File: src/rtl/fpap_pkg.sv
// Shared types, character codes and the per-byte scan step of the PASV address parser.
// No dependencies; used by every module of the block.
package fpap_pkg;

   localparam logic [2:0] RUN_LENGTH = 3'd6;

   localparam logic [7:0] CHAR_NUL   = 8'h00;
   localparam logic [7:0] CHAR_TAB   = 8'h09;
   localparam logic [7:0] CHAR_CR    = 8'h0D;
   localparam logic [7:0] CHAR_SPACE = 8'h20;
   localparam logic [7:0] CHAR_PLUS  = 8'h2B;
   localparam logic [7:0] CHAR_COMMA = 8'h2C;
   localparam logic [7:0] CHAR_MINUS = 8'h2D;
   localparam logic [7:0] CHAR_ZERO  = 8'h30;
   localparam logic [7:0] CHAR_NINE  = 8'h39;

   typedef enum logic [3:0] {
      MODE_SEARCH      = 4'b0001,
      MODE_DIGITS      = 4'b0010,
      MODE_AFTER_COMMA = 4'b0100,
      MODE_AFTER_SIGN  = 4'b1000
   } scan_mode_type;

   typedef struct packed {
      scan_mode_type mode;
      logic [2:0]    count;
      logic [31:0]   acc;
      logic          negative;
      logic          done;
   } scan_state_type;

   typedef struct packed {
      logic        en;
      logic [2:0]  index;
      logic [31:0] value;
   } store_write_type;

   typedef struct packed {
      scan_state_type  state;
      store_write_type wr;
   } feed_result_type;

   typedef struct packed {
      logic             found;
      logic [5:0][31:0] numbers;
   } scan_result_type;

   localparam scan_state_type SCAN_RESET = '{
      mode: MODE_SEARCH, count: 3'd0, acc: 32'd0, negative: 1'b0, done: 1'b0
   };

   // One character of the scan: next state plus an optional store write.
   function automatic feed_result_type feed(scan_state_type s, logic [7:0] c);
      feed_result_type r;
      logic            digit;
      logic            space;
      logic [2:0]      next_count;
      digit      = (c >= CHAR_ZERO) && (c <= CHAR_NINE);
      space      = (c == CHAR_SPACE) || ((c >= CHAR_TAB) && (c <= CHAR_CR));
      next_count = s.count + 3'd1;
      r          = '{state: s, wr: '0};
      if (!s.done) begin
         unique case (s.mode)
            MODE_SEARCH: begin
               if (digit) begin
                  r.state.count    = 3'd0;
                  r.state.acc      = {28'd0, c[3:0]};
                  r.state.negative = 1'b0;
                  r.state.mode     = MODE_DIGITS;
               end else if (c == CHAR_NUL) begin
                  r.state.done = 1'b1;
               end
            end
            MODE_DIGITS: begin
               if (digit) begin
                  r.state.acc = (s.acc << 3) + (s.acc << 1) + {28'd0, c[3:0]};
               end else begin
                  // close the number: store it, then continue or break the run
                  r.wr.en    = (s.count < RUN_LENGTH);
                  r.wr.index = s.count;
                  r.wr.value = s.negative ? (32'd0 - s.acc) : s.acc;
                  if (next_count >= RUN_LENGTH) begin
                     r.state.count = RUN_LENGTH;
                     r.state.done  = 1'b1;
                  end else if (c == CHAR_COMMA) begin
                     r.state.count = next_count;
                     r.state.mode  = MODE_AFTER_COMMA;
                  end else begin
                     r.state.count = 3'd0;
                     r.state.mode  = MODE_SEARCH;
                     r.state.done  = (c == CHAR_NUL);
                  end
               end
            end
            MODE_AFTER_COMMA: begin
               if (space) begin
                  r.state.mode = MODE_AFTER_COMMA;
               end else if ((c == CHAR_PLUS) || (c == CHAR_MINUS)) begin
                  r.state.negative = (c == CHAR_MINUS);
                  r.state.mode     = MODE_AFTER_SIGN;
               end else if (digit) begin
                  r.state.acc      = {28'd0, c[3:0]};
                  r.state.negative = 1'b0;
                  r.state.mode     = MODE_DIGITS;
               end else begin
                  r.state.count = 3'd0;
                  r.state.mode  = MODE_SEARCH;
                  r.state.done  = (c == CHAR_NUL);
               end
            end
            MODE_AFTER_SIGN: begin
               if (digit) begin
                  r.state.acc  = {28'd0, c[3:0]};
                  r.state.mode = MODE_DIGITS;
               end else begin
                  r.state.count = 3'd0;
                  r.state.mode  = MODE_SEARCH;
                  r.state.done  = (c == CHAR_NUL);
               end
            end
            default: r.state = s;
         endcase
      end
      return r;
   endfunction

   // Decimal text length of a stored number, read as signed: one for a negative value, capped at three.
   function automatic logic [1:0] text_len(logic [31:0] v);
      logic [1:0] len;
      priority if (v[31] || (v < 32'd10)) len = 2'd1;
      else if (v < 32'd100)               len = 2'd2;
      else                                len = 2'd3;
      return len;
   endfunction

endpackage

File: src/rtl/fpap_scan.sv
// Byte scanner of the PASV address parser: scan state and the six-entry number store.
// Depends on fpap_pkg for the state types and the per-byte step.
module fpap_scan
   import fpap_pkg::*;
(
   input  logic            clock,
   input  logic            reset,
   input  logic            accept,
   input  logic [7:0]      data_byte,
   input  logic            end_of_line,
   output scan_result_type result
);

   scan_state_type   state_ff;
   scan_state_type   state_in;
   logic [5:0][31:0] store_ff;
   feed_result_type  first_step;
   feed_result_type  final_step;
   store_write_type  store_wr;

   always_comb begin
      first_step = feed(state_ff, data_byte);
      // end of text acts as a zero byte
      final_step = feed(first_step.state, CHAR_NUL);
      priority if (first_step.wr.en)  store_wr = first_step.wr;
      else if (end_of_line)           store_wr = final_step.wr;
      else                            store_wr = '0;
      state_in = end_of_line ? SCAN_RESET : first_step.state;
   end

   always_comb begin
      result.found = final_step.state.done && (final_step.state.count == RUN_LENGTH);
      for (int i = 0; i < 6; i++) begin
         result.numbers[i] = (store_wr.en && (store_wr.index == 3'(i))) ?
                             store_wr.value : store_ff[i];
      end
   end

   always_ff @(posedge clock) begin
      if (reset) begin
         state_ff <= SCAN_RESET;
      end else if (accept) begin
         state_ff <= state_in;
      end
   end

   always_ff @(posedge clock) begin
      if (accept && store_wr.en && (store_wr.index < RUN_LENGTH)) begin
         store_ff[store_wr.index] <= store_wr.value;
      end
   end

endmodule

File: src/rtl/fpap_format.sv
// Result formatter of the PASV address parser: packs address, port and text lengths.
// Depends on fpap_pkg for the scan result type and text_len.
module fpap_format
   import fpap_pkg::*;
(
   input  scan_result_type result,
   output logic            found,
   output logic [31:0]     host_address,
   output logic [15:0]     port_number,
   output logic [3:0]      address_text_length,
   output logic [2:0]      port_text_length
);

   logic [3:0] addr_len;
   logic [2:0] port_len;

   always_comb begin
      addr_len = {2'd0, text_len(result.numbers[0])} + {2'd0, text_len(result.numbers[1])} +
                 {2'd0, text_len(result.numbers[2])} + {2'd0, text_len(result.numbers[3])} +
                 4'd3;
      port_len = {1'b0, text_len(result.numbers[4])} + {1'b0, text_len(result.numbers[5])} +
                 3'd1;
      found = result.found;
      if (result.found) begin
         host_address = (result.numbers[3] << 24) | (result.numbers[2] << 16) |
                        (result.numbers[1] << 8) | result.numbers[0];
         port_number         = {result.numbers[4][7:0], result.numbers[5][7:0]};
         address_text_length = addr_len;
         port_text_length    = port_len;
      end else begin
         host_address        = 32'd0;
         port_number         = 16'd0;
         address_text_length = 4'd0;
         port_text_length    = 3'd0;
      end
   end

endmodule

File: src/rtl/ftp_passive_address_parser_top.sv
// Latency: the result of a reply appears in the cycle after its end-of-line byte is taken.
// Throughput: one byte per cycle; the scan step and formatting sit between the scan
// registers and a single result register. A request waits while a result is held
// unread; draining the result frees the input in the same cycle.
// Reset: synchronous, active high; clears the scan state and the result valid flag.
// Depends on fpap_pkg, fpap_scan and fpap_format.
module ftp_passive_address_parser_top
   import fpap_pkg::*;
(
   input  logic        clock,
   input  logic        reset,
   input  logic        req_valid,
   output logic        req_ready,
   input  logic [7:0]  req_data_byte,
   input  logic        req_end_of_line,
   output logic        rsp_valid,
   input  logic        rsp_ready,
   output logic        rsp_found,
   output logic [31:0] rsp_host_address,
   output logic [15:0] rsp_port_number,
   output logic [3:0]  rsp_address_text_length,
   output logic [2:0]  rsp_port_text_length
);

   scan_result_type scan_result;
   logic            accept;
   logic            load;
   logic            rsp_valid_ff;
   logic            rsp_valid_in;
   logic            found_in;
   logic [31:0]     ip_in;
   logic [15:0]     port_in;
   logic [3:0]      alen_in;
   logic [2:0]      plen_in;
   logic            found_ff;
   logic [31:0]     ip_ff;
   logic [15:0]     port_ff;
   logic [3:0]      alen_ff;
   logic [2:0]      plen_ff;

   // take a request whenever the result register is empty or being drained
   assign req_ready = !rsp_valid_ff || rsp_ready;
   assign accept    = req_valid && req_ready;
   assign load      = accept && req_end_of_line;

   fpap_scan u_scan (
      .clock       (clock),
      .reset       (reset),
      .accept      (accept),
      .data_byte   (req_data_byte),
      .end_of_line (req_end_of_line),
      .result      (scan_result)
   );

   fpap_format u_format (
      .result              (scan_result),
      .found               (found_in),
      .host_address        (ip_in),
      .port_number         (port_in),
      .address_text_length (alen_in),
      .port_text_length    (plen_in)
   );

   always_comb begin
      priority if (load)   rsp_valid_in = 1'b1;
      else if (rsp_ready)  rsp_valid_in = 1'b0;
      else                 rsp_valid_in = rsp_valid_ff;
   end

   always_ff @(posedge clock) begin
      if (reset) begin
         rsp_valid_ff <= 1'b0;
      end else begin
         rsp_valid_ff <= rsp_valid_in;
      end
   end

   always_ff @(posedge clock) begin
      if (load) begin
         found_ff <= found_in;
         ip_ff    <= ip_in;
         port_ff  <= port_in;
         alen_ff  <= alen_in;
         plen_ff  <= plen_in;
      end
   end

   assign rsp_valid               = rsp_valid_ff;
   assign rsp_found               = found_ff;
   assign rsp_host_address        = ip_ff;
   assign rsp_port_number         = port_ff;
   assign rsp_address_text_length = alen_ff;
   assign rsp_port_text_length    = plen_ff;

`ifndef SYNTHESIS
   a_load_gives_result: assert property (@(posedge clock) disable iff (reset)
      load |=> rsp_valid)
      else $error("end-of-line request did not produce a result");

   a_no_overwrite: assert property (@(posedge clock) disable iff (reset)
      (rsp_valid && !rsp_ready) |-> !req_ready)
      else $error("request taken while a stalled result waits");

   a_not_found_zero: assert property (@(posedge clock) disable iff (reset)
      (rsp_valid && !rsp_found) |-> ((rsp_host_address == 32'd0)
         && (rsp_port_number == 16'd0)
         && (rsp_address_text_length == 4'd0) && (rsp_port_text_length == 3'd0)))
      else $error("result fields not cleared for a reply without an address");

   a_found_lengths: assert property (@(posedge clock) disable iff (reset)
      (rsp_valid && rsp_found) |-> ((rsp_address_text_length >= 4'd7)
         && (rsp_port_text_length >= 3'd3)))
      else $error("text lengths too short for a found address");
`endif

endmodule
File: config.mk
export PLATFORM = sky130hd
export DESIGN_NAME = ftp_passive_address_parser_top
export DESIGN_NICKNAME = d
export VERILOG_FILES = /design/src/rtl/fpap_pkg.sv /design/src/rtl/fpap_scan.sv /design/src/rtl/fpap_format.sv /design/src/rtl/ftp_passive_address_parser_top.sv
export SDC_FILE = /design/constraint.sdc
export NUM_CORES = 1
export LEC_CHECK = 0
export ABC_AREA = 1
export BUFFER_PORTS_ARGS = -buffer_cell sky130_fd_sc_hd__buf_2
export CORE_UTILIZATION = 65
export CTS_BUF_LIST = sky130_fd_sc_hd__clkbuf_8
export DETAILED_ROUTE_END_ITERATION = 8
export PLACE_DENSITY = 0.92
export RECOVER_POWER = 25
export SYNTH_ARGS = -nofsm -noshare
export SYNTH_HDL_FRONTEND = slang
export SYNTH_SLANG_ARGS = --single-unit
File: constraint.sdc
create_clock -name clock -period 21.4 [get_ports clock]
set_clock_uncertainty 0.2 [all_clocks]
set_input_delay 3.21 -clock clock [delete_from_list [all_inputs] [get_ports clock]]
set_output_delay 3.21 -clock clock [all_outputs]
set_load 0.01 [all_outputs]
Word-level counts from Yosys, hierarchy flattened --
Cells that the tools add are included.
Word-level totals: word-level logic and storage cells 162, bits in registers 290, output and inout port bits 58, input port bits 13
Cells by class: order comparisons 23, $add $sub $neg 12, reductions and logical operators 29, mux-type cells 60, equal/unequal tests 18, bitwise gates (word level) 3
Operator list (count):
- $mux W32 | 11
- $bwmux W192 | 1
- $lt A32 B4 Y1 const B | 6
- $lt A32 B7 Y1 const B | 6
- $pmux W39 S4 | 1
- $mux W36 | 4
- $demux W32 S3 | 1
- $or A32 B32 Y32 | 3
- $mux W77 | 1
- $mux W37 | 2
- $mux W73 | 1
- $sub A1 B32 Y32 const A | 2
- $mux W41 | 1
- $mux W40 | 1
- $mux W35 | 1
- $mux W33 | 1
- $add A32 B32 Y32 | 1
- $add A32 B4 Y32 | 1
- $eq A8 B6 Y1 const B | 4
- $mux W1 | 16
- $logic_and A1 B1 Y1 | 14
- $mux W2 | 7
- $mux W4 | 3
- $add A3 B1 Y3 const B | 3
- 31 further kinds | 53

Depth between registers and ports, before layout --
word-level depth 24, mapped depth 40, gate-level depth less buffers 40

Modules after synthesis --
From an unflattened synthesis, not the netlist that was laid out.
Second synthesis, totals: cell total of the unflattened synthesis 2696, area, all modules 19413.6 µm²
By module, submodules not included:
- fpap_scan | seq. area each 6586.3 µm², times used 1, area an instance 15645.0 µm², cells each 2162
- fpap_format | seq. area each 0.0 µm², times used 1, area an instance 2011.9 µm², cells each 466
- ftp_passive_address_parser_top | seq. area each 1701.6 µm², times used 1, area an instance 1756.7 µm², cells each 68

Worst setup path after synthesis --
OpenSTA, ideal clock, no wires.
path type in2reg, start point input port req_data_byte[3], end point register alen_ff[3], in the netlist rsp_address_text_length[3], data pin, arrival time 8532 ps, stages 35, path buffers 0, data required time 20935 ps, setup slack 12403 ps, library setup time 265 ps, cell sequence inv_2 -> fa_1 -> inv_1 -> fa_1 -> nand3_1 -> nand2_1 -> nand2_1 -> nand2_1 -> xor2_1 -> o21ai_0 -> nor2_1 -> nand2_1 -> nor2_1 -> nand2_1 -> nor2_1 -> nand2_1 -> nand3_1 -> nand3_1 -> nand2_1 -> o21bai_1 -> nand2_1 -> nor2_1 -> nand2_1 -> nor2_1 -> nand4_1 -> ha_1 -> fa_1 -> inv_1 -> ha_1 -> inv_1 -> fa_1 -> ha_1 -> fa_1 -> xnor2_1 -> nor2_1
RTL lines:
- from (decl) | line ftp_passive_address_parser_top.sv:14 | input logic [7:0] req_data_byte,
- to (signal assigned) | line ftp_passive_address_parser_top.sv:83 | alen_ff <= alen_in;
- to (decl) | line ftp_passive_address_parser_top.sv:38 | logic [3:0] alen_ff;

Worst setup path in the final report --
start point input port req_data_byte[6], end point register alen_ff[3], in the netlist rsp_address_text_length[3], data pin
On the way: cells in the longest elaborated chain, start to end 22, elaborated cells between the ends (all ways) 96, those cells by class add/sub: 6; order compare: 14; eq/ne: 12; mux: 47; reduce/logical: 17
Ends and longest elaborated chain:
- $ge A8 B6 Y1 or $le A8 B6 Y1 (tied branches) | line fpap_pkg.sv:58 | digit = (c >= CHAR_ZERO) && (c <= CHAR_NINE);
- $logic_and A1 B1 Y1 | line fpap_pkg.sv:58
- $mux W2 | line fpap_pkg.sv:101, fpap_pkg.sv:112
- $mux W4 | line fpap_pkg.sv:98 | end else if ((c == CHAR_PLUS) || (c == CHAR_MINUS)) begin
- $mux W4 | line fpap_pkg.sv:96 | if (space) begin
- $pmux W39 S4 | line fpap_pkg.sv:63 | unique case (s.mode)
- $mux W77 (*) | line fpap_pkg.sv:62 | if (!s.done) begin
- branches (longest 15 deep; another with $sub A1 B32 Y32)
Every way passes the cells marked *. A chain may end at the register's enable or synchronous reset.

==> results.sh <==
export IMPL_crit_end="rsp_address_text_length[3]"
export IMPL_clk_latency_ps=570
export IMPL_r2r_end="rsp_address_text_length[3]"
export IMPL_portBuffers=70
export IMPL_synth_flop_cell="edfxtp_1"
export IMPL_maxCapViolations=4
export IMPL_grt_start_max_net_pins=63
export IMPL_place_congestion=0.9958
export IMPL_fin_setup_tns_ps=0
export IMPL_cts_root_buf="clkbuf_8"
export IMPL_synth_warnings=0
export IMPL_end_kind="flip-flop"
export IMPL_pre_cts_slack_ps=11030
export IMPL_synth_distinct_cells=59
export IMPL_htreeDepth=2
export IMPL_final_common_cell="nand2_1"
export IMPL_initial_core_util_pct=66.87
export IMPL_setup_viol=0
export IMPL_whs_ps=297.6
export IMPL_ys_seq_area_share_pct=45.48
export IMPL_cts_buffers=45
export IMPL_use_met2_pct=58.40
export IMPL_cp_slowest_cell="nor2_4"
export IMPL_grt_pass1_wl_mm=82.94
export IMPL_crit_start="req_data_byte[6]"
export IMPL_die_h_microns=169.4
export IMPL_grt_use_met3_pct=7.952
export IMPL_antenna_found_initial=1
export IMPL_die_area_sq_um=28710
export IMPL_worstHoldPathType="reg2reg"
export IMPL_syn_area_sq_um=18220
export IMPL_crit_cells=29
export IMPL_crit_path_start_kind="input pin"
export IMPL_holdBufCountCts=0
export IMPL_wirelength_mm=53.27
export IMPL_powerDensity_nw_per_um2=56.85
export IMPL_fin_util_pct=72.44
export IMPL_avgViaCountPerCell=6.067
export IMPL_clk_pin_slew_ps=70
export IMPL_critPathMaxFanout=62
export IMPL_worst_pin_slew_ps=3063
export IMPL_critical_path_top_delay_family="simple AND/OR/NAND/NOR gates"
export IMPL_slew_headroom_pct=-104.2
export IMPL_failed_checks="capacitance limit, slew limit"
export IMPL_post_dp_cell_area_sq_um=18940
export IMPL_wl_per_cell_microns=18.99
export IMPL_boundaryPins=71
export IMPL_dr_total_vias=17020
export IMPL_status="complete, but fails checks"
export IMPL_cts_max_path_buffers=3
export IMPL_drive_above_1_share_pct=8.261
export IMPL_critPathKind="in2reg"
export IMPL_multi_input_area_sq_um=8722
export IMPL_slew_violations=183
export IMPL_final_nets=2488
export IMPL_worst_ep_required_time_ps=21480
export IMPL_avgSynthCellArea_sq_um=7.851
export IMPL_coreArea_sq_um=27250
export IMPL_drt_iter0_markers=2644
export IMPL_timing_critical_path_buf_inv=7
export IMPL_ys_ff_latch=290
export IMPL_overflow=0
export IMPL_reg2reg_from="u_scan.state_ff[38]"
export IMPL_period_minus_slack_ps=11020
export IMPL_async_reset_ff_share_pct=0
export IMPL_syn_num_nets=2411
export IMPL_leakage_nw=8.726
export IMPL_fill_cells=2163
export IMPL_peakVddDrop_mv=0.05421
export IMPL_use_met1_pct=50.49
export IMPL_syn_inst=2321
export IMPL_r2r_cells=27
export IMPL_area_delta_synth_final_pct=8.329
export IMPL_antenna_cells=0
export IMPL_clkSinkCount=290
export IMPL_rrSetupSlack_ps=12750
export IMPL_drtAntennaViolNets=0
export IMPL_drc=0
export IMPL_worst_slack_ps=10380
export IMPL_final_cell_mix="695 x nand2_1, 248 x edfxtp_1, 241 x nor2_1"
export IMPL_fin_area_sq_um=19740
export IMPL_dp_hpwl_mm=39.04
export IMPL_cts_tree="yes"
export IMPL_final_seq_area_sq_um=8288
export IMPL_grt_pass1_vias=15620
export IMPL_cp_arrival_ps=11100
export IMPL_std_cell_rows=60
export IMPL_max_stage_delay_ps=1250
export IMPL_top_usage_layer="met2"
export IMPL_rsz0062_at_grt="no"
export IMPL_hold_viol=0
export IMPL_post_cts_setup_buffers=0
export IMPL_period_share_pct=51.48
export IMPL_drt_pass1_iter_count=6
export IMPL_clock_fmax_mhz=90.77
export IMPL_die_x_microns=169.4
export IMPL_ctsResizeCount=0
export IMPL_synth_edff_count=248
export IMPL_track_usage_pct=37.32
## cells in the mapped netlist, types with 2 or more instances
cell	count	area share, %
o22ai_1	2	0.069
xor2_1	11	0.53
o21ai_0	125	3.4
nor4_1	13	0.45
buf_6	3	0.19
or3_1	2	0.069
inv_4	2	0.069
nand4_1	31	1.1
o21ai_1	25	0.69
nand3_2	13	0.71
o21a_1	2	0.082
fa_1	5	0.55
a21oi_1	101	2.8
nand3b_1	15	0.62
edfxtp_1	248	41
buf_1	5	0.10
a21o_1	3	0.12
o211ai_1	4	0.16
nor2_2	13	0.45
or4_1	2	0.082
a21boi_1	4	0.16
a41oi_1	7	0.34
and2_1	2	0.069
o41ai_1	4	0.19
o21bai_1	8	0.33
buf_2	19	0.52
inv_2	22	0.45
ha_1	72	4.9
o21ai_2	8	0.38
nor2_4	10	0.62
buf_4	4	0.16
a31oi_1	13	0.45
nand2_2	22	0.76
nand3_1	200	5.5
inv_1	227	4.7
dfxtp_1	42	4.6
nand2_1	696	14
nor3_1	11	0.30
or2_2	10	0.34
a21boi_0	3	0.12
mux2i_1	10	0.55
nor2_1	248	5.1
xnor2_1	11	0.53
clkbuf_1	28	0.58
## per-stage QoR
step                instances  power, mW
floorplan                2321     0.6461
global placement         2723     0.6564
detailed placement       2723     0.6575
CTS                      2805      1.121
global route             2805      1.148
finish                   2805      1.122
## registers in the layout, summed over array words and instances (netlist names)
name                     flops
rsp_address_text_length      4
rsp_found                    1
rsp_host_address            32
rsp_port_number             16
rsp_port_text_length         3
rsp_valid                    1
u_scan.state_ff             41
u_scan.store_ff            192
## cells by family (layout without fill, tap and decap cells)
logic type	count (synthesis)	after routing	synth area share [%]
muxes	10	10	0.5493
DFF	290	290	45.48
and+or+nand+nor	1295	1295	30.98
buffers and inverters	310	422	6.750
adders and majority gates	77	77	5.493
xor gates and xnor gates	22	22	1.057
AOI/OAI and AO/OA	317	317	9.688
## worst min-delay path: stages (launching register included)
cell,delay [ps]
dfxtp_1,330
nand2_1,70
a21oi_1,60
## layout make-up
cell class,count,share of cell area (%)
multi-input combinational,1721,44.18
sequential,290,41.99
inverter,251,4.798
clock buffer,47,3.277
tap,372,2.358
timing repair buffer,89,2.098
clock inverter,35,1.299
## worst min path at each step
stage	from	slack, ps	depth (start not counted)	end
final	u_scan.state_ff[2]	300	2	u_scan.state_ff[2]
after global routing	u_scan.state_ff[2]	340	2	u_scan.state_ff[2]
after CTS	u_scan.state_ff[2]	300	2	u_scan.state_ff[2]
after detailed placement	u_scan.state_ff[2]	290	2	u_scan.state_ff[2]
after global placement	u_scan.state_ff[2]	280	2	u_scan.state_ff[2]
after floorplan	u_scan.state_ff[2]	260	2	u_scan.state_ff[2]
## report_power, final
group | switching, mW | total, mW | internal, mW
combinational | 0.0254 | 0.0333 | 0.00784
sequential | 0.00157 | 0.612 | 0.611
clock | 0.223 | 0.477 | 0.253
## routing by layer
layer	vias up	part of all wire [%]
met1	7761	39
met3	186	12
li1	7943	-
met2	1129	45
met4	0	4.1
met5	-	0
Note: power is estimated with default switching activity, not from simulation.
